[src/hdl/gpe_pkg.sv]
// Shared types, codes and constants of the gate program evaluator.
`timescale 1ns / 1ps

package gpe_pkg;

  localparam int DEF_ENTRY_COUNT  = 262144;
  localparam int DEF_WORD_BITS    = 44;
  localparam int DEF_INPUT_STRIDE = 44;

  localparam int REF_BITS       = 18;
  localparam int OUT_WORD_BITS  = 44;
  localparam int MAX_WORD_BITS  = 64;
  localparam int BIT_INDEX_BITS = 11;
  localparam int STATE_BITS     = 1600;
  localparam int CFG_INDEX_BITS = 2;
  // Wide enough for any entry up to the largest store and any load address.
  localparam int ADDR_W         = 20;

  localparam int CMD_DEPTH = 2;
  localparam int RES_DEPTH = 2;

  localparam logic [CFG_INDEX_BITS-1:0] REG_INPUT_BASE = 2'd0;
  localparam logic [CFG_INDEX_BITS-1:0] REG_ZERO_ENTRY = 2'd1;

  typedef enum logic [1:0] {
    OP_LOAD,
    OP_GATE,
    OP_ZERO,
    OP_NONE
  } op_t;

  typedef enum logic [1:0] {
    PIN_A,
    PIN_B,
    PIN_C,
    PIN_BAD
  } pin_t;

  typedef enum logic [1:0] {
    ST_OK,
    ST_BAD_PIN,
    ST_RANGE
  } status_t;

  typedef enum logic [1:0] {
    CK_LOAD,
    CK_GATE,
    CK_ZERO,
    CK_REPORT
  } cmd_kind_t;

  typedef enum logic {
    BK_IDLE,
    BK_EXEC
  } back_state_t;

  typedef struct packed {
    cmd_kind_t                kind;
    status_t                  status;
    logic                     gate_kind;
    logic [REF_BITS-1:0]      wref;
    logic [ADDR_W-1:0]        waddr;
    logic [ADDR_W-1:0]        laddr;
    logic [ADDR_W-1:0]        raddr;
    pin_t                     lpin;
    pin_t                     rpin;
    logic [MAX_WORD_BITS-1:0] value;
  } cmd_t;

  typedef struct packed {
    status_t                  status;
    logic [REF_BITS-1:0]      wref;
    logic [OUT_WORD_BITS-1:0] left_word;
    logic [OUT_WORD_BITS-1:0] right_word;
    logic [OUT_WORD_BITS-1:0] gate_word;
  } res_t;

endpackage

[src/hdl/gpe_cmd_queue.sv]
// Short command queue between the front end and the execution back end.
`timescale 1ns / 1ps

module gpe_cmd_queue (
  input  logic          clk,
  input  logic          rst_n,
  input  logic          push,
  input  gpe_pkg::cmd_t wdata,
  output logic          full,
  input  logic          pop,
  output gpe_pkg::cmd_t rdata,
  output logic          empty
);

  localparam int PTR_W = $clog2(gpe_pkg::CMD_DEPTH);
  localparam int CNT_W = $clog2(gpe_pkg::CMD_DEPTH + 1);

  gpe_pkg::cmd_t    slot_r [gpe_pkg::CMD_DEPTH];
  logic [PTR_W-1:0] wr_ptr_r, wr_ptr_nxt;
  logic [PTR_W-1:0] rd_ptr_r, rd_ptr_nxt;
  logic [CNT_W-1:0] count_r, count_nxt;
  logic             do_push;
  logic             do_pop;

  assign full    = (count_r == CNT_W'(gpe_pkg::CMD_DEPTH));
  assign empty   = (count_r == '0);
  assign do_push = push && !full;
  assign do_pop  = pop && !empty;
  assign rdata   = slot_r[rd_ptr_r];

  // The depth is a power of two, so the pointers simply wrap.
  always_comb begin
    wr_ptr_nxt = do_push ? wr_ptr_r + 1'b1 : wr_ptr_r;
    rd_ptr_nxt = do_pop ? rd_ptr_r + 1'b1 : rd_ptr_r;
    count_nxt  = count_r + CNT_W'(do_push) - CNT_W'(do_pop);
  end

  always_ff @(posedge clk) begin
    if (!rst_n) begin
      wr_ptr_r <= '0;
      rd_ptr_r <= '0;
      count_r  <= '0;
    end else begin
      wr_ptr_r <= wr_ptr_nxt;
      rd_ptr_r <= rd_ptr_nxt;
      count_r  <= count_nxt;
    end
  end

  always_ff @(posedge clk) begin
    if (do_push) slot_r[wr_ptr_r] <= wdata;
  end

endmodule

[config.mk]
export PLATFORM = sky130hd
export DESIGN_NAME = gpe_cmd_queue
export DESIGN_NICKNAME = d
export VERILOG_FILES = /design/src/hdl/gpe_pkg.sv /design/src/hdl/gpe_cmd_queue.sv
export SDC_FILE = /design/constraint.sdc
export NUM_CORES = 1
export LEC_CHECK = 0
export BUFFER_PORTS_ARGS = -buffer_cell sky130_fd_sc_hd__buf_2
export CORE_MARGIN = 1
export CORE_UTILIZATION = 45
export CTS_CLUSTER_DIAMETER = 60
export DETAILED_ROUTE_END_ITERATION = 8
export PLACE_DENSITY = 0.78
export SLEW_MARGIN = 25
export SYNTH_ARGS = -nofsm -noshare
export SYNTH_HDL_FRONTEND = slang
export SYNTH_SLANG_ARGS = --single-unit
[constraint.sdc]
create_clock -name clk -period 9.2 [get_ports clk]
set_input_delay 0.92 -clock clk [delete_from_list [all_inputs] [get_ports clk]]
set_output_delay 0.92 -clock clk [all_outputs]
set_load 0.02 [all_outputs]
# After elaboration in Yosys (flattened, before gate mapping)

Memory sizes are Yosys's and may differ from the RTL's. A register that Yosys moved wholly into a read port is not among the register bits.
Index checks and enable logic that the tools add are counted.

Shift-type cells: 0
$lt $le $gt $ge: 0
Reduce and logical (&&, ||, !) cells: 5
Bitwise operators: 0
Multipliers: 0
Equality and inequality tests: 1
Divide/modulo/power cells: 0
Muxes and demuxes: 4
Add/subtract/negate cells: 4

Operators with widths:

| operator              | count |
|---|---|
| $mux W1               | 4 |
| $add A1 B1 Y1 const B | 2 |
| $add A2 B1 Y2         | 1 |
| $eq A2 B2 Y1 const B  | 1 |
| $logic_and A1 B1 Y1   | 2 |
| $logic_not A1 Y1      | 2 |
| $logic_not A2 Y1      | 1 |
| $sub A2 B1 Y2         | 1 |

Word-level logic and storage cells: 18
RAM bits: 302
Latch bits: 0
Memories: 1
Bits in registers: 4
Output and inout port bits: 153
Bits of input ports: 155
Bits in read-only memories: 0

Memory list:

| memory | depth | bits a word | rd ports | clocked after memory_dff | write ports | line                | source |
|---|---|---|---|---|---|---|---|
| slot_r | 2     | 151         | 1        | 1                        | 1           | gpe_cmd_queue.sv:18 | `gpe_pkg::cmd_t slot_r [gpe_pkg::CMD_DEPTH];` |

# Depth between registers and ports, before layout

Gate-level depths: netlist of run 1.

Word-level depth: 5
Mapped depth: 8
Gate-level depth less buffers: 8

# Worst setup path before layout of run 1

No wires, ideal clock.

Kind: input-to-reg
Start point: input port push
End point: memory slot_r[0][0] (netlist bit), enable pin
Required time: 8.537 ns
Cell stages on the path: 2
Library setup time: 0.663 ns
Buffers on the path: 0
Arrival: 7.282 ns
Setup slack: 1.254 ns
Path through: nand2_1 -> nor2_1

Cells in the longest elaborated chain, start to end: 3

Ends and longest elaborated chain:

| item                          | line                | source |
|---|---|---|
| from (decl)                   | gpe_cmd_queue.sv:7  | `input logic push,` |
| $logic_and A1 B1 Y1           | gpe_cmd_queue.sv:27 | `assign do_push = push && !full;` |
| $mux W1                       | gpe_cmd_queue.sv:51 | `if (do_push) slot_r[wr_ptr_r] <= wdata;` |
| $mux W1 (not written as such) | gpe_cmd_queue.sv:51 |  |
| to (decl)                     | gpe_cmd_queue.sv:18 |  |

Every way passes these cells.

==> results.yml, run 1 <==
setup_path:
  r2r_slack_ps: 6870
  critPathCapture: "rdata[147]"
  start_kind: "flop"
  cp_slowest_cell: "buf_4"
  arrival_ps: 2630
  critPathMaxStageDelay_ps: 820
  cp.depth: 3
  reg2reg_from: "count_r[0]"
  cp_top_family: "buffers and inverters"
  crit_path_cell_trace: "buf_4 > mux2_2 > buf_2"
  cp.required_ps: 8280
  r2r-end: "slot_r[0][109]"
  worst-path-buf-inv: 2
  rr_worst_depth: 4
  worstSetupEndpointType: "primary output"
  critPathMaxFanout: 58
  path_class: "reg -> out"
final_layout:
  final-seq-area_um2: 9170
  stdcell_count: 1180
  finalNetCount: 982
  nFillCells: 1953
  final_cell_mix: "buf_2 (307), edfxtp_1 (302), mux2_4 (90)"
  multiInputGateArea_um2: 2170
  final_common_cell: "buf_2"
  drive_gt1_frac: 0.595
  area_delta_synth_final_pct: 24.0
clocking:
  cts_setup_buffers: 0
  clock_latency_ps: 540
  clk_pin_slew_worst_paths_ps: 60
  clockBufferDepth: 3
  cts_tree: "done"
  cts_max_level: 1
  cts_resized: 0
  clock_sinks: 307
  clockRootBuffer: "clkbuf_16"
  postCtsHoldBufs: 0
  cts-buffers-inserted: 30
sta:
  timing.setup.tns_ps: 0
  worst_pin_slew_ps: 1010
  slew_headroom: 0.328
  rsz0062_at_grt: "false"
  finalMaxSlewViolations: 0
  max_freq_ghz: 0.282
  hold_ws_ps: 513
  skew_ps: 9.35
  setup_viol_count_final: 0
  worst_slack_ps: 5650
  hold_viol_final: 0
  period_share: 0.386
  period_needed_ps: 3550
power:
  p_leak_nw: 5.49
  p_per_area_nw_per_um2: 299
  finalPower_mw: 4.27
  max-vdd-ir-drop_v: 0.000207
grt:
  grt_first_pass_wirelength_um: 31600
  grt_use_total: 0.158
  grt_pass1_vias: 5854
  grt_overflow: 0
  grt_max_degree: 72
  antenna_found_initial: 8
synthesis:
  synth_xor_area_frac: 0.00152
  synthTopCellsByArea: "edfxtp_1 (79%), mux2_4 (12%), mux2_2 (6.0%)"
  ys_seq_area_frac: 0.798
  ys_types: 18
  netlist_area_um2: 11500
  synth-seq-cells: 307
  synth_compound_area_frac: 0.000653
  synthMuxAreaShare: 0.178
  syn_nets: 654
  ys_warn_count: 0
  yosysTopAreaCell: "edfxtp_1"
  synth-adder-area-share: 0.00218
  synth_top_area_share: 0.789
  synth_top_family_by_area: "multiplexers"
  syn_area_per_cell_um2: 23.1
  synthCells: 497
  synth_simple_gate_area_frac: 0.00544
die:
  dieHeight_um: 162
  std_cell_rows: 58
  core_um2: 25100
  dieArea_um2: 26200
  die_x_um: 162
  num_io_pins: 308
  start_util: 0.458
routing:
  drt_wl_total_um: 21500
  postRouteAntennaNets: 0
  vias: 5741
  drc: 0
  firstDrtPassIters: 4
  viasPerCell: 4.87
  drtIter0Drc: 295
  routedWlPerCell_um: 18.2
placed_design:
  dp_hpwl_um: 14600
  place_congestion: 0.744
  place_ws_ps: 6170
  portBuffers: 307
  dpl.cell_count: 1123
outcome:
  status: "finished, final reports clean"
hold_path:
  hold_path.class: "reg -> reg"
run:
  max_cap_viol_count: 0
-- worst register-to-register path: stages (launching register included) --
cell and delay [ps]:
dfxtp_1 380, nand2b_1 180, nand2_1 150, nor2_4 360, buf_4 780
-- power breakdown --
group | switching [mW] | internal (mW) | total (mW)
Combinational | 0.729 | 0.543 | 1.27
Sequential | 0.0786 | 1.81 | 1.89
Clock | 0.471 | 0.639 | 1.11
-- metrics by stage --
step,area [um^2],utilization
after floorplan,11500,-
after global placement,13400,0.532
after detailed placement,13400,0.532
after CTS,14200,0.567
after global routing,14300,0.568
final,14300,0.568
-- logic make-up (layout without fill, tap and decap cells) --
| group | count (synthesis) | after routing |
|---|---|---|
| flops | 307 | 307 |
| fa+ha+maj | 2 | 2 |
| compound gates | 1 | 1 |
| mux | 152 | 152 |
| other cells | 0 | 4 |
| buf+inv | 20 | 369 |
| xor+xnor | 2 | 2 |
| simple gates | 13 | 13 |
-- registers in the layout, indices dropped and copies added, names as in the netlist, named ones only --
signal / flops
slot_r: 302
count_r: 2
rd_ptr_r: 1
wr_ptr_r: 1
-- worst min path at each step --
stage          depth (start not counted)  slack (ps)        from              to
2_1_floorplan                          2         450    wr_ptr_r        wr_ptr_r
3_3_place_gp                           2         500    rd_ptr_r        rd_ptr_r
3_5_place_dp                           2         510    rd_ptr_r            flop
4_1_cts                                2         520    rd_ptr_r            flop
5_1_grt                                1         540  wdata[126]  slot_r[0][126]
6_report                               2         510    rd_ptr_r            flop
-- Yosys cell counts, drive strengths merged --
master,count
edfxtp,302
mux2,151
buf,17
dfxtp,5
nor2,5
inv,3
and2,2
ha,2
nand2,2
nand2b,2
and3,1
mux2i,1
nor3,1
o21a,1
xnor2,1
xor2,1
-- layout make-up --
type | instances | area share
Sequential cell | 307 | 0.643
Multi-Input combinational cell | 170 | 0.152
Timing Repair Buffer | 313 | 0.111
Clock buffer | 40 | 0.0568
Tap cell | 330 | 0.0290
Clock inverter | 13 | 0.00588
Inverter | 3 | 0.000790
Antenna cell | 4 | 0.000702
-- metal layers --
metal / global-route usage / routed length (um)
met1: 0.182 / 8170
met2: 0.279 / 11000
met3: 0.0449 / 1560
met4: 0.0605 / 693
met5: 0 / 59
Power figures use the tool's default switching activity.
==> run 2: changes to the inputs <==
- ABC_AREA: unset -> 1
- PLACE_DENSITY: 0.78 -> 0.81
- clock period: 9.2 -> 2.95 ns (I/O delays scaled with it)
==> run 2 against run 1 <==
  * Non-clock buffer count is 156 higher
  * Largest cell class unchanged
  * Total power grew to 3.1 times the previous value
  * Combinational power grew to 2.9 times the previous value
==> results.yml, run 2 <==
outcome:
  status: "finished, final reports clean"
grt:
  grt_use_total: 0.183
  grt_pass1_vias: 6936
  grt_first_pass_wirelength_um: 36500
  grt_max_degree: 115
  antenna_found_initial: 0
  grt_overflow: 0
synthesis:
  synthTopCellsByArea: "edfxtp_1 (79%), mux2_4 (12%), mux2_2 (6.0%)"
  syn_area_per_cell_um2: 22.7
  ys.flop_type: "edfxtp_1"
  synth_top_area_share: 0.788
  synth_common_cells: "edfxtp_1 (302), mux2_4 (90), mux2_2 (61)"
  netlist_area_um2: 11500
  ys_seq_area_frac: 0.797
  yosysMostFrequentCell: "edfxtp_1"
  synthArstFlopShare: 0
  ys_types: 12
  yosysTopAreaCell: "edfxtp_1"
  synth_edf_count: 302
  syn_nets: 665
  synthCells: 508
  synth-seq-cells: 307
  ys_warn_count: 0
routing:
  routedWlPerCell_um: 18.3
  drt_wl_total_um: 24700
  firstDrtPassIters: 5
  postRouteAntennaNets: 0
  vias: 6440
  drtIter0Drc: 345
  drc: 0
  viasPerCell: 4.78
power:
  finalPower_mw: 13.3
  p_per_area_nw_per_um2: 830
  max-vdd-ir-drop_v: 0.000632
  p_leak_nw: 6.23
clocking:
  cts-buffers-inserted: 31
  clockBufferDepth: 3
  clock_sinks: 307
  cts_tree: "done"
  clock_latency_ps: 540
  clockRootBuffer: "clkbuf_16"
  cts_max_level: 1
  clk_pin_slew_worst_paths_ps: 60
hold_path:
  hold_path.class: "in -> reg"
placed_design:
  dp_hpwl_um: 14200
  portBuffers: 307
  dpl.cell_count: 1138
  place_ws_ps: 1010
  post_dp_cell_area_um2: 13500
  place_congestion: 0.726
die:
  std_cell_rows: 58
  start_util: 0.458
  dieHeight_um: 162
  core_um2: 25100
  num_io_pins: 308
  die_x_um: 162
  dieArea_um2: 26200
sta:
  period_share: 0.842
  worst_pin_slew_ps: 667
  hold_viol_final: 0
  skew_ps: 14.2
  worst_slack_ps: 467
  rsz0062_at_grt: "false"
  finalMaxSlewViolations: 0
  hold_ws_ps: 78.4
  timing.setup.tns_ps: 0
  setup_viol_count_final: 0
  period_needed_ps: 2480
  max_freq_ghz: 0.403
  slew_headroom: 0.555
setup_path:
  critPathMaxFanout: 58
  arrival_ps: 2190
  cp.required_ps: 2650
  path_class: "reg -> out"
  start_kind: "flop"
  worstSetupEndpointType: "primary output"
final_layout:
  top_register: "slot_r"
  area_delta_synth_final_pct: 38.9
  finalNetCount: 1150
  drive_gt1_frac: 0.508
  final_cell_mix: "buf_2 (307), edfxtp_1 (302), dlygate4sd3_1 (152)"
  final_area_um2: 16000
  fin_util: 0.637
  final_common_cell: "buf_2"
  n_antenna_cell: 0
  stdcell_count: 1347
  top_regs: "slot_r: 302 flops, count_r: 2 flops"
  largest_register_ffs: 302
run:
  max_cap_viol_count: 0
## run 2: cell count changes after synthesis, moves of 2 or more
| cell | before | now |
|---|---|---|
| nand3_1 | 0 | 3 |
| a21oi_1 | 0 | 2 |
| inv_1 | 3 | 9 |
| nand2_1 | 2 | 9 |
| nor2_1 | 5 | 8 |
| and2_1 | 2 | 0 |
| nand2b_1 | 2 | 0 |
## run 2: critical path: stages, from the launching register on
cell     delay (ps)
dfxtp_4         680
buf_12          360
mux2_2          400
buf_2           160
## run 2: power by group
group | switching (mW) | total [mW] | internal [mW] | leakage (nW)
Clock | 1.54 | 3.83 | 2.29 | 0.482
Combinational | 2.06 | 3.66 | 1.60 | 2.89
Sequential | 0.228 | 5.77 | 5.54 | 2.86
## run 2: layer usage
| layer | track usage | vias up | share of wire |
|---|---|---|---|
| li1 | - | 2971 | - |
| met1 | 0.193 | 3144 | 0.36 |
| met2 | 0.352 | 273 | 0.55 |
| met3 | 0.0396 | 52 | 0.066 |
| met4 | 0.0669 | 0 | 0.031 |
| met5 | 0 | - | 0 |
## run 2: cell families after synthesis
family	share of synthesized area
AOI/OAI and AO/OA	0.000870
adders and majority gates	0.00217
buffers and inverters	0.0163
DFF	0.797
muxes	0.177
and+or+nand+nor	0.00685
## run 2: timing repair
| action | 4_1_cts | 5_1_grt |
|---|---|---|
| endpoints found under the hold margin | 305 | 0 |
| hold buffers | 152 | 0 |
| resized for setup | 0 | 0 |
| buffers inserted | 0 | 0 |
## run 2: final timing paths
| check | start | end | slack, ps | cells past startpoint |
|---|---|---|---|---|
| min reg2reg | rd_ptr_r | rd_ptr_r | 530 | 2 |
| min | push | wr_ptr_r | 80 | 3 |
| max reg2reg | count_r[0] | slot_r[1][52] | 1300 | 5 |
| max | flop | rdata[40] | 470 | 3 |
## run 2: layout make-up
type,instances,area [um^2]
inverter,9,37.5
fill,1710,9120
tap,330,413
timing repair buffer,469,3200
multi-input combinational,175,2170
clock inverter,13,166
sequential,307,9180
clock buffer,44,825
