[config.mk]
export PLATFORM = sky130hd
export DESIGN_NAME = gpe_front
export DESIGN_NICKNAME = d
export VERILOG_FILES = /design/src/hdl/gpe_pkg.sv /design/src/hdl/gpe_front.sv
export SDC_FILE = /design/constraint.sdc
export NUM_CORES = 1
export LEC_CHECK = 0
export BUFFER_PORTS_ARGS = -buffer_cell sky130_fd_sc_hd__buf_2
export CAP_MARGIN = 5
export CORE_AREA = 2 2 113 115
export CTS_BUF_LIST = sky130_fd_sc_hd__clkbuf_4 sky130_fd_sc_hd__clkbuf_8
export DETAILED_ROUTE_END_ITERATION = 7
export DIE_AREA = 0 0 115 117
export MAX_ROUTING_LAYER = met4
export PLACE_DENSITY = 0.72
export SETUP_SLACK_MARGIN = 0.4
export SKIP_LAST_GASP = 1
export SLEW_MARGIN = 10
export SYNTH_ARGS = -nofsm -noshare
export SYNTH_HDL_FRONTEND = slang
export SYNTH_SLANG_ARGS = --single-unit
[constraint.sdc]
create_clock -name clk -period 14.5 [get_ports clk]
set_clock_uncertainty 0.1 [all_clocks]
set_input_delay 2.175 -clock clk [delete_from_list [all_inputs] [get_ports clk]]
set_output_delay 2.175 -clock clk [all_outputs]
set_load 0.01 [all_outputs]
[src/hdl/gpe_pkg.sv]
// Shared types, codes and constants of the gate program evaluator.
`timescale 1ns / 1ps

package gpe_pkg;

  localparam int DEF_ENTRY_COUNT  = 262144;
  localparam int DEF_WORD_BITS    = 44;
  localparam int DEF_INPUT_STRIDE = 44;

  localparam int REF_BITS       = 18;
  localparam int OUT_WORD_BITS  = 44;
  localparam int MAX_WORD_BITS  = 64;
  localparam int BIT_INDEX_BITS = 11;
  localparam int STATE_BITS     = 1600;
  localparam int CFG_INDEX_BITS = 2;
  // Wide enough for any entry up to the largest store and any load address.
  localparam int ADDR_W         = 20;

  localparam int CMD_DEPTH = 2;
  localparam int RES_DEPTH = 2;

  localparam logic [CFG_INDEX_BITS-1:0] REG_INPUT_BASE = 2'd0;
  localparam logic [CFG_INDEX_BITS-1:0] REG_ZERO_ENTRY = 2'd1;

  typedef enum logic [1:0] {
    OP_LOAD,
    OP_GATE,
    OP_ZERO,
    OP_NONE
  } op_t;

  typedef enum logic [1:0] {
    PIN_A,
    PIN_B,
    PIN_C,
    PIN_BAD
  } pin_t;

  typedef enum logic [1:0] {
    ST_OK,
    ST_BAD_PIN,
    ST_RANGE
  } status_t;

  typedef enum logic [1:0] {
    CK_LOAD,
    CK_GATE,
    CK_ZERO,
    CK_REPORT
  } cmd_kind_t;

  typedef enum logic {
    BK_IDLE,
    BK_EXEC
  } back_state_t;

  typedef struct packed {
    cmd_kind_t                kind;
    status_t                  status;
    logic                     gate_kind;
    logic [REF_BITS-1:0]      wref;
    logic [ADDR_W-1:0]        waddr;
    logic [ADDR_W-1:0]        laddr;
    logic [ADDR_W-1:0]        raddr;
    pin_t                     lpin;
    pin_t                     rpin;
    logic [MAX_WORD_BITS-1:0] value;
  } cmd_t;

  typedef struct packed {
    status_t                  status;
    logic [REF_BITS-1:0]      wref;
    logic [OUT_WORD_BITS-1:0] left_word;
    logic [OUT_WORD_BITS-1:0] right_word;
    logic [OUT_WORD_BITS-1:0] gate_word;
  } res_t;

endpackage

[src/hdl/gpe_front.sv]
// Front end: configuration registers and classification of incoming words.
`timescale 1ns / 1ps

module gpe_front #(
  parameter int ENTRY_COUNT  = gpe_pkg::DEF_ENTRY_COUNT,
  parameter int WORD_BITS    = gpe_pkg::DEF_WORD_BITS,
  parameter int INPUT_STRIDE = gpe_pkg::DEF_INPUT_STRIDE
) (
  input  logic                                 clk,
  input  logic                                 rst_n,
  input  logic                                 cfg_valid,
  output logic                                 cfg_ready,
  input  logic [gpe_pkg::CFG_INDEX_BITS-1:0]   cfg_index,
  input  logic [gpe_pkg::REF_BITS-1:0]         cfg_data,
  input  logic [1:0]                           in_operation,
  input  logic                                 in_gate_kind,
  input  logic [gpe_pkg::REF_BITS-1:0]         in_target_ref,
  input  logic [gpe_pkg::REF_BITS-1:0]         in_left_ref,
  input  logic [1:0]                           in_left_pin,
  input  logic [gpe_pkg::REF_BITS-1:0]         in_right_ref,
  input  logic [1:0]                           in_right_pin,
  input  logic [gpe_pkg::BIT_INDEX_BITS-1:0]   in_bit_index,
  input  logic [gpe_pkg::OUT_WORD_BITS-1:0]    in_load_value,
  output gpe_pkg::cmd_t                        cmd
);

  localparam int AW = gpe_pkg::ADDR_W;
  localparam logic [AW:0] ENTRY_LIMIT = (AW + 1)'(ENTRY_COUNT);

  logic [gpe_pkg::REF_BITS-1:0] input_base_r;
  logic [gpe_pkg::REF_BITS-1:0] zero_entry_r;

  logic [AW-1:0]     load_addr;
  logic              load_range;
  logic              gate_range;
  gpe_pkg::pin_t     lpin;
  gpe_pkg::pin_t     rpin;

  assign cfg_ready = 1'b1;

  always_ff @(posedge clk) begin
    if (!rst_n) begin
      input_base_r <= '0;
      zero_entry_r <= '0;
    end else if (cfg_valid && cfg_ready) begin
      if (cfg_index == gpe_pkg::REG_INPUT_BASE) input_base_r <= cfg_data;
      if (cfg_index == gpe_pkg::REG_ZERO_ENTRY) zero_entry_r <= cfg_data;
    end
  end

  assign lpin = gpe_pkg::pin_t'(in_left_pin);
  assign rpin = gpe_pkg::pin_t'(in_right_pin);

  assign load_addr  = AW'(input_base_r) + AW'(in_bit_index) * AW'(INPUT_STRIDE);
  assign load_range = (in_bit_index >= gpe_pkg::BIT_INDEX_BITS'(gpe_pkg::STATE_BITS)) ||
                      ({1'b0, load_addr} >= ENTRY_LIMIT);
  assign gate_range = ((AW + 1)'(in_target_ref) >= ENTRY_LIMIT) ||
                      ((AW + 1)'(in_left_ref) >= ENTRY_LIMIT) ||
                      ((AW + 1)'(in_right_ref) >= ENTRY_LIMIT);

  always_comb begin
    cmd           = '0;
    cmd.kind      = gpe_pkg::CK_REPORT;
    cmd.status    = gpe_pkg::ST_OK;
    cmd.gate_kind = in_gate_kind;
    cmd.lpin      = lpin;
    cmd.rpin      = rpin;
    cmd.value     = gpe_pkg::MAX_WORD_BITS'(WORD_BITS'(in_load_value));
    case (gpe_pkg::op_t'(in_operation))
      gpe_pkg::OP_LOAD: begin
        cmd.wref  = load_addr[gpe_pkg::REF_BITS-1:0];
        cmd.waddr = load_addr;
        cmd.laddr = load_addr;
        cmd.raddr = load_addr;
        if (load_range) begin
          cmd.status = gpe_pkg::ST_RANGE;
        end else begin
          cmd.kind = gpe_pkg::CK_LOAD;
        end
      end
      gpe_pkg::OP_GATE: begin
        cmd.wref  = in_target_ref;
        cmd.waddr = AW'(in_target_ref);
        cmd.laddr = AW'(in_left_ref);
        cmd.raddr = AW'(in_right_ref);
        // The pin check takes precedence over the range check.
        if (lpin == gpe_pkg::PIN_BAD || rpin == gpe_pkg::PIN_BAD) begin
          cmd.status = gpe_pkg::ST_BAD_PIN;
        end else if (gate_range) begin
          cmd.status = gpe_pkg::ST_RANGE;
        end else begin
          cmd.kind = gpe_pkg::CK_GATE;
        end
      end
      gpe_pkg::OP_ZERO: begin
        cmd.wref  = zero_entry_r;
        cmd.waddr = AW'(zero_entry_r);
        cmd.laddr = AW'(zero_entry_r);
        cmd.raddr = AW'(zero_entry_r);
        if ((AW + 1)'(zero_entry_r) >= ENTRY_LIMIT) begin
          cmd.status = gpe_pkg::ST_RANGE;
        end else begin
          cmd.kind = gpe_pkg::CK_ZERO;
        end
      end
      default: begin
        cmd.kind = gpe_pkg::CK_REPORT;
      end
    endcase
  end

endmodule

# After elaboration in Yosys (flattened, before gate mapping)
# Cells that the tools add are included.
dict set report word_totals {
  in_bits 139
  reg_bits 36
}
dict set report op_classes {
  mul 1
  n_eq_ne 5
  n_addsub 1
  order_cmp 2
  n_reduce_logical 6
  muxes 7
}
# op count
set op_table {}
lappend op_table {{$pmux 78 s3} 1}
lappend op_table {{$add 18x17->19} 1}
lappend op_table {{$ge 19x19->1 const B} 1}
lappend op_table {{$mul 11x4->15 const B} 1}
lappend op_table {{$ge 11x11->1 const B} 1}
lappend op_table {{$eq 2x2->1 const B} 3}
lappend op_table {{$mux 2} 3}
lappend op_table {{$pmux 2 s3} 1}
lappend op_table {{$eq 2x1->1 const B} 2}
lappend op_table {{$logic_not 2->1} 2}
lappend op_table {{$pmux 2 s2} 1}
lappend op_table {{$reduce_and 2->1} 2}
lappend op_table {{$logic_or 1x1->1} 2}
lappend op_table {{$mux 1} 1}

# Longest topological paths before layout
# Gate-level depths: netlist of the first run.
dict set report logic_depth {
  depth_word 6
  depth_mapped 19
  depth_no_buf 17
}

# Worst setup path after synthesis of the first run
# No wires, ideal clock.
dict set report synth_path {
  kind {input to output}
  startpoint {in in_bit_index[1] in the netlist's numbering}
  endpoint {out cmd[143] in the netlist's numbering}
  arrival_ps 5879
  path_slack_ps 6346
  path_stages 17
  cell_sequence {ha_1 > fa_1 > ha_1 > a21o_1 > a21oi_1 > nor2b_1 > o21a_1 > o41ai_1 > xnor2_1 > ha_1 > o21ai_0 > nor2_1 > o41ai_2 > o31ai_2 > xor2_1 > a221o_1 > buf_4}
}
# element line
set synth_rtl {}
lappend synth_rtl {{start: declaration} gpe_front.sv:22} ;# input logic [gpe_pkg::BIT_INDEX_BITS-1:0] in_bit_index,
lappend synth_rtl {{end: declaration} gpe_front.sv:24} ;# output gpe_pkg::cmd_t cmd

==> results.yml, run 1 <==
synth:
  synthesis.area_sq_um: 4530
  synth_ff_type: "dfxtp_1"
  async_flop_share_pct: 0
  ys_types: 53
  syn_inst: 627
  ys_seq_elements: 36
  avgSynthCellArea_sq_um: 7.22
  synth_edf_count: 0
  ys_seq_area_share_pct: 15.9
  yosys_warnings: 0
min_path:
  worstHoldPathType: "register to register"
clock_network:
  clk_latency_ns: 0.30
  cts_resized: 0
  clock_path_buffers: 2
  numCtsBuffers: 5
  h-tree-depth: 2
  cts_hold_buf: 0
  cts_sinks: 36
  clk_pin_slew_ns: 0.06
  post-cts-setup-buffers: 0
  cts_tree: "built"
  root_buffer: "clkbuf_8"
placement:
  place_congestion: 0.935
  numPortBuffers: 176
  dp_hpwl_mm: 11.0
  dpl_worst_slack_ns: 5.96
  place_inst: 862
floorplanning:
  core_sq_um: 12300
  dieArea_sq_um: 13500
  initial_core_util_pct: 36.8
  io_pins: 291
  rows: 41
  die_h_um: 117
  fp.dieW_um: 115
drt:
  drtPass1Iterations: 4
  drt_wl_total_mm: 13.3
  routedWlPerCell_um: 15.2
  viasPerCell: 4.97
  drt-initial-drc-count: 189
  via_count: 4338
  drc: 0
  antenna_left: 0
flow_run:
  maxCapViolCount: 0
grt:
  antenna_found_initial: 3
  gr-total-overflow: 0
  grt_use_total_pct: 19.7
  grt_max_degree: 50
  grt_pass1_wl_mm: 20.2
  grt_pass1_vias: 3821
sta:
  drv_slew: 0
  tns_ns: 0
  tightestPinTransition_ns: 0.993
  max_freq_ghz: 0.117
  post-route-min-period_ns: 8.57
  hold_viol_final: 0
  rsz0062_at_grt: "no"
  slew-limit-headroom_pct: 33.5
  setup_slack_ns: 5.93
  setup_violations: 0
  fin_crit_sh_pct: 59.1
critical_path:
  r2r_setup_slack_ns: 13.64
  endpoint: "cmd[123]"
  cp-startpoint: "in_bit_index[1]"
  arrival_ns: 6.30
  cp-end-kind: "primary output"
  path_class: "primary input to primary output"
  crit_required_ns: 12.23
  startpoint_type: "primary input"
  r2r_start: "input_base_r[17]$_SDFFE_PN0P_"
  r2r_end: "input_base_r[17]$_SDFFE_PN0P_"
  cp_max_fo: 4
  reg2reg_depth: 2
final_layout:
  nNetsFinal: 910
  register_area_sq_um: 721
  fill_cells: 1320
  drive_gt1_share_pct: 27.5
  fin_cells: 872
  multiInputGateArea_sq_um: 2950
  syn_to_final_growth_pct: 10.9
power:
  p_per_area_nw_per_um2: 90.0
  ir_drop_mv: 0.0348
  p_leak_nw: 2.59
  total_power_w: 0.000452
outcome:
  status: "finished, final reports clean"
## metrics by stage
| step | utilization [%] | hold slack [ns] | cell area, sq um |
|---|---|---|---|
| 4_1_cts | 40.8 | 0.365 | 5020 |
| 6_report | 40.8 | 0.363 | 5020 |
| 5_1_grt | 40.8 | 0.384 | 5020 |
| 3_3_place_gp | 40.0 | 0.347 | 4920 |
| 3_5_place_dp | 40.0 | 0.355 | 4920 |
| 2_1_floorplan | - | 0.339 | 4610 |
## placed cells by master, fill, tap and decap left out, drive strengths merged, types with 5 or more instances in the layout
| cell | count |
|---|---|
| nand2 | 122 |
| nor3 | 10 |
| nor2 | 22 |
| a221o | 10 |
| xor2 | 5 |
| buf | 179 |
| o21ai | 32 |
| and2 | 5 |
| inv | 42 |
| a21o | 6 |
| nor2b | 11 |
| a21oi | 48 |
| ha | 43 |
| dfxtp | 36 |
| nand3 | 10 |
| xnor2 | 14 |
| conb | 24 |
| clkbuf | 7 |
| fa | 9 |
| a21boi | 36 |
## registers in the layout, summed over array words and instances (netlist names)
name          cells
zero_entry_r     18
input_base_r     18
## cell type report
| class | instances | share of cell area (%) |
|---|---|---|
| diodes | 3 | 0.149 |
| clock buffers | 7 | 1.92 |
| inverters | 42 | 3.14 |
| multi-input cells | 455 | 58.7 |
| flip-flops and latches | 36 | 14.3 |
| well taps | 150 | 3.74 |
| repair buffers | 179 | 18.0 |
## kinds of logic (layout without fill, tap and decap cells)
| group | after synthesis | after routing | share of synthesized area [%] |
|---|---|---|---|
| other | 2 | 27 | 0.166 |
| flip-flops | 36 | 36 | 15.9 |
| buffers and inverters | 158 | 228 | 20.8 |
| AO/OA/AOI/OAI | 159 | 159 | 23.7 |
| adder cells (fa/ha/maj) | 52 | 52 | 15.9 |
| AND/OR/NAND/NOR | 201 | 201 | 19.9 |
| XOR/XNOR | 19 | 19 | 3.67 |
## how the worst min path moves through the flow
stage | end | slack, ns | cells after the start | start
2_1_floorplan | zero_entry_r[11]$_SDFFE_PN0P_ | 0.34 | 2 | zero_entry_r[11]$_SDFFE_PN0P_
3_3_place_gp | zero_entry_r[11]$_SDFFE_PN0P_ | 0.35 | 2 | zero_entry_r[11]$_SDFFE_PN0P_
3_5_place_dp | zero_entry_r[11]$_SDFFE_PN0P_ | 0.36 | 2 | zero_entry_r[11]$_SDFFE_PN0P_
4_1_cts | zero_entry_r[11]$_SDFFE_PN0P_ | 0.37 | 2 | zero_entry_r[11]$_SDFFE_PN0P_
5_1_grt | zero_entry_r[4]$_SDFFE_PN0P_ | 0.38 | 2 | zero_entry_r[4]$_SDFFE_PN0P_
6_report | zero_entry_r[6]$_SDFFE_PN0P_ | 0.36 | 2 | zero_entry_r[6]$_SDFFE_PN0P_
## per-layer routing
metal  routed length [um]  GRT usage, %
met1                 6130          25.9
met5                    0             -
met2                 5960          30.5
met3                  928          4.22
met4                  238          5.86
## power breakdown
| part | leakage (nW) | internal (W) | switching, W | total [W] |
|---|---|---|---|---|
| clock network | 0.0503 | 0.0000423 | 0.0000359 | 0.0000782 |
| registers | 0.292 | 0.000102 | 0.00000187 | 0.000104 |
| logic | 2.25 | 0.000112 | 0.000159 | 0.000270 |
## critical path, cell delays in order
cell,delay (ns)
buf_2,0.13
ha_1,0.31
fa_1,0.47
ha_1,0.35
a21o_1,0.19
a21oi_1,0.21
nor2b_1,0.07
o21a_1,0.21
o41ai_1,0.31
xnor2_1,0.17
ha_1,0.29
o21ai_0,0.09
nor2_1,0.10
o41ai_2,0.37
o31ai_2,0.13
xor2_1,0.20
a221o_1,0.35
buf_2,0.15
## synthesized netlist by cell type, drive strengths merged, types with 3 or more instances
library cell,instances,area share (%)
nor2,22,1.8
nor2b,11,1.5
o41ai,3,0.91
xor2,5,0.97
nand3,10,1.1
ha,43,12
a21oi,48,5.3
and3b,3,0.58
inv,42,3.5
o21ai,32,3.6
and3,3,0.41
and2,5,0.69
nor3,10,1.1
nand2,122,10
xnor2,14,2.7
o211ai,4,0.77
dfxtp,36,16
a21boi,36,6.0
nand3b,3,0.50
fa,9,4.0
a21o,6,0.99
nand2b,3,0.41
buf,95,16
a221o,10,2.2
clkbuf,21,1.7
(Power assumes the default switching activity.)
==> inputs of run 2 (changes only) <==
Settings changed: ABC_AREA set to 1, CORE_AREA 2 2 113 115 to 2 2 111 113, DIE_AREA 0 0 115 117 to 0 0 113 115, PLACE_DENSITY 0.72 to 0.78.
Clock period 14.5 ns to 8 ns, I/O delays scaled along.
==> run 2 against run 1 <==
Compared with the run above: the run now ends with design-rule violations left; hold slack worse by 0.016 ns; utilization up 5.0 points; critical endpoint is now cmd[143]; worst setup slack worse by 3.8 ns; critical path depth up 3; first-iteration DRC count up 69%; combinational power up 110%; power up 100%; die area down 3.4%; sequential power up 87%; sequential cell count unchanged; sequential share of layout area down 1.0 points; largest power group unchanged.
==> results.yml, run 2 <==
outcome:
  status: "finished, violations left"
  violations: "design-rule violations"
min_path:
  whs_endpoint: "zero_entry_r[5]$_SDFFE_PN0P_"
  worstHoldPathType: "register to register"
  min_path_cells: 2
  hold_start: "zero_entry_r[5]$_SDFFE_PN0P_"
synth:
  async_flop_share_pct: 0
  ys_seq_area_share_pct: 14.6
  synth_top_area_cell: "dfxtp_1"
  avgSynthCellArea_sq_um: 6.21
  syn_inst: 796
  ys_types: 38
  synth.most_common_cell: "nand2_1"
  synthesis.area_sq_um: 4940
  synth_edf_count: 0
  synth_top_cells_by_count: "nand2_1, inv_1, nand3_1"
  ys_seq_elements: 36
  synth_area_leaders: "dfxtp_1, buf_4, nand2_1"
  yosys_warnings: 0
  synth_ff_type: "dfxtp_1"
  synthDominantCellAreaShare_pct: 14.6
sta:
  post-route-min-period_ns: 5.92
  fin_crit_sh_pct: 74.0
  hold_viol_final: 0
  setup_violations: 0
  slew-limit-headroom_pct: 33.1
  rsz0062_at_grt: "no"
  tightestPinTransition_ns: 1.00
  max_freq_ghz: 0.169
  drv_slew: 0
  tns_ns: 0
final_layout:
  drive_gt1_share_pct: 25.0
  syn_to_final_growth_pct: 9.45
  nNetsFinal: 1079
  fin_util_pct: 45.8
  final_common_cell: "buf_2"
  fill_cells: 1305
  top_regs: "input_base_r (18), zero_entry_r (18)"
  layout_common_cells: "buf_2, nand2_1, inv_1, nand3_1, nor2_1"
critical_path:
  critical_path_buf_inv_count: 5
  startpoint_type: "primary input"
  r2r_setup_slack_ns: 7.20
  path_class: "primary input to primary output"
  critPathTopFamily: "adder cells"
  cp_max_fo: 6
  worst_path_largest_cell_delay_ns: 0.49
  arrival_ns: 4.62
  r2r_start: "input_base_r[17]$_SDFFE_PN0P_"
  crit_path_top_delay_cell: "fa_1"
  cp-startpoint: "in_bit_index[4]"
  r2r_end: "input_base_r[17]$_SDFFE_PN0P_"
  cpMostUsedCell: "nand2_1"
  cp-end-kind: "primary output"
  path_cells: "buf_2 -> ha_1 -> inv_1 -> fa_1 -> inv_1 -> ha_1 -> a21oi_1 -> o21ai_0 -> a21oi_1 -> xnor2_1 -> ha_1 -> nand2_1 -> nand2_1 -> inv_1 -> nand2_1 -> a21oi_1 -> nand2_1 -> nand2_1 -> nand3_2 -> nand2_1 -> buf_2"
  crit_required_ns: 6.70
  reg2reg_depth: 2
power:
  sequentialPowerShare_pct: 21.4
  swShare_pct: 48.0
  p_per_area_nw_per_um2: 168
  power.clock.fraction_pct: 15.9
  ir_drop_mv: 0.0633
  combPwrFrac_pct: 62.7
  p_leak_nw: 3.29
  p_int_w: 0.000471
  switchingPower_w: 0.000435
clock_network:
  numCtsBuffers: 5
  post-cts-setup-buffers: 0
  clk_latency_ns: 0.29
  h-tree-depth: 2
  cts_sinks: 36
  cts_tree: "built"
  cts_hold_buf: 0
  cts_resized: 0
  clock_path_buffers: 2
  clk_pin_slew_ns: 0.08
  root_buffer: "clkbuf_8"
floorplanning:
  rows: 40
  dieArea_sq_um: 13000
  initial_core_util_pct: 41.8
  core_sq_um: 11800
  fp.dieW_um: 113
  die_h_um: 115
  io_pins: 291
placement:
  dp_hpwl_mm: 11.9
  place_congestion: 0.951
  numPortBuffers: 176
drt:
  drt-initial-drc-count: 320
  routedWlPerCell_um: 13.7
  drc: 19
  viasPerCell: 4.78
  antenna_left: 0
  drt_wl_total_mm: 14.2
  via_count: 4953
  drtPass1Iterations: 8
flow_run:
  maxCapViolCount: 0
grt:
  grt_use_total_pct: 22.0
  gr-total-overflow: 0
  antenna_found_initial: 1
  grt_pass1_wl_mm: 22.4
  grt_pass1_vias: 4461
  grt_max_degree: 59
## run 2: changes by cell type in the layout (fill, tap and decap cells not counted), moves of 12 or more
| cell | previous run | this run |
|---|---|---|
| inv_1 | 42 | 111 |
| a21boi_0 | 36 | 3 |
| o21ai_0 | 25 | 42 |
| nor2_1 | 22 | 57 |
| a21oi_1 | 48 | 36 |
| nand3_1 | 10 | 111 |
| nand2_1 | 122 | 170 |
## run 2: worst max path at each step
| stage | to | cells past startpoint | slack [ns] |
|---|---|---|---|
| 2_1_floorplan | cmd[144] | 21 | 2.58 |
| 3_3_place_gp | cmd[143] | 21 | 2.03 |
| 3_5_place_dp | cmd[142] | 20 | 2.12 |
| 4_1_cts | cmd[142] | 20 | 2.12 |
| 5_1_grt | cmd[150] | 21 | 1.78 |
| 6_report | cmd[143] | 21 | 2.08 |
## run 2: power by group through the flow
| stage | Combinational, W | Clock [W] | Sequential (W) |
|---|---|---|---|
| 2_1_floorplan | 0.000446 | 0 | 0.000196 |
| 3_3_place_gp | 0.000564 | 0 | 0.000198 |
| 3_5_place_dp | 0.000566 | 0 | 0.000198 |
| 4_1_cts | 0.000568 | 0.000147 | 0.000194 |
| 5_1_grt | 0.000646 | 0.000153 | 0.000195 |
| 6_report | 0.000568 | 0.000144 | 0.000194 |
## run 2: final cells by class
type | instances | area (sq um) | share of cell area (%)
multi-input combinational | 546 | 3050 | 56.4
timing repair buffer | 179 | 903 | 16.7
sequential | 36 | 721 | 13.3
inverter | 120 | 450 | 8.33
tap | 147 | 184 | 3.40
clock buffer | 7 | 96.3 | 1.78
antenna | 1 | 2.50 | 0.0463
## run 2: cell families after synthesis
kind of cell | after synthesis | share of synthesized area (%)
compound gates | 89 | 9.60
other cells | 2 | 0.152
flops | 36 | 14.6
xor+xnor | 10 | 1.77
fa+ha+maj | 52 | 14.5
simple gates | 371 | 34.0
buf+inv | 236 | 25.4
## run 2: routing by layer
metal | track usage (%) | vias up | wire [um] | part of all wire, %
met5 | - | - | 0 | 0
met3 | 2.95 | 14 | 934 | 6.6
met4 | 4.63 | 0 | 133 | 0.94
met1 | 28.8 | 2174 | 6340 | 45
met2 | 36.5 | 180 | 6800 | 48
li1 | - | 2585 | - | -
## run 2: worst reg2reg max path, stage by stage, from the launching register on
cell and delay (ns):
dfxtp_1 0.43, inv_1 0.08, a21oi_1 0.13
## run 2: through the flow
| stage | hold WS (ns) | area (sq um) | total power (W) | std cells | setup WS, ns |
|---|---|---|---|---|---|
| 3_5_place_dp | 0.337 | 5310 | 0.000764 | 1028 | 2.12 |
| 5_1_grt | 0.360 | 5410 | 0.000993 | 1036 | 1.78 |
| 6_report | 0.347 | 5410 | 0.000907 | 1036 | 2.08 |
| 4_1_cts | 0.349 | 5400 | 0.000910 | 1035 | 2.12 |
| 2_1_floorplan | 0.323 | 5020 | 0.000643 | 818 | 2.58 |
| 3_3_place_gp | 0.333 | 5310 | 0.000762 | 1028 | 2.03 |
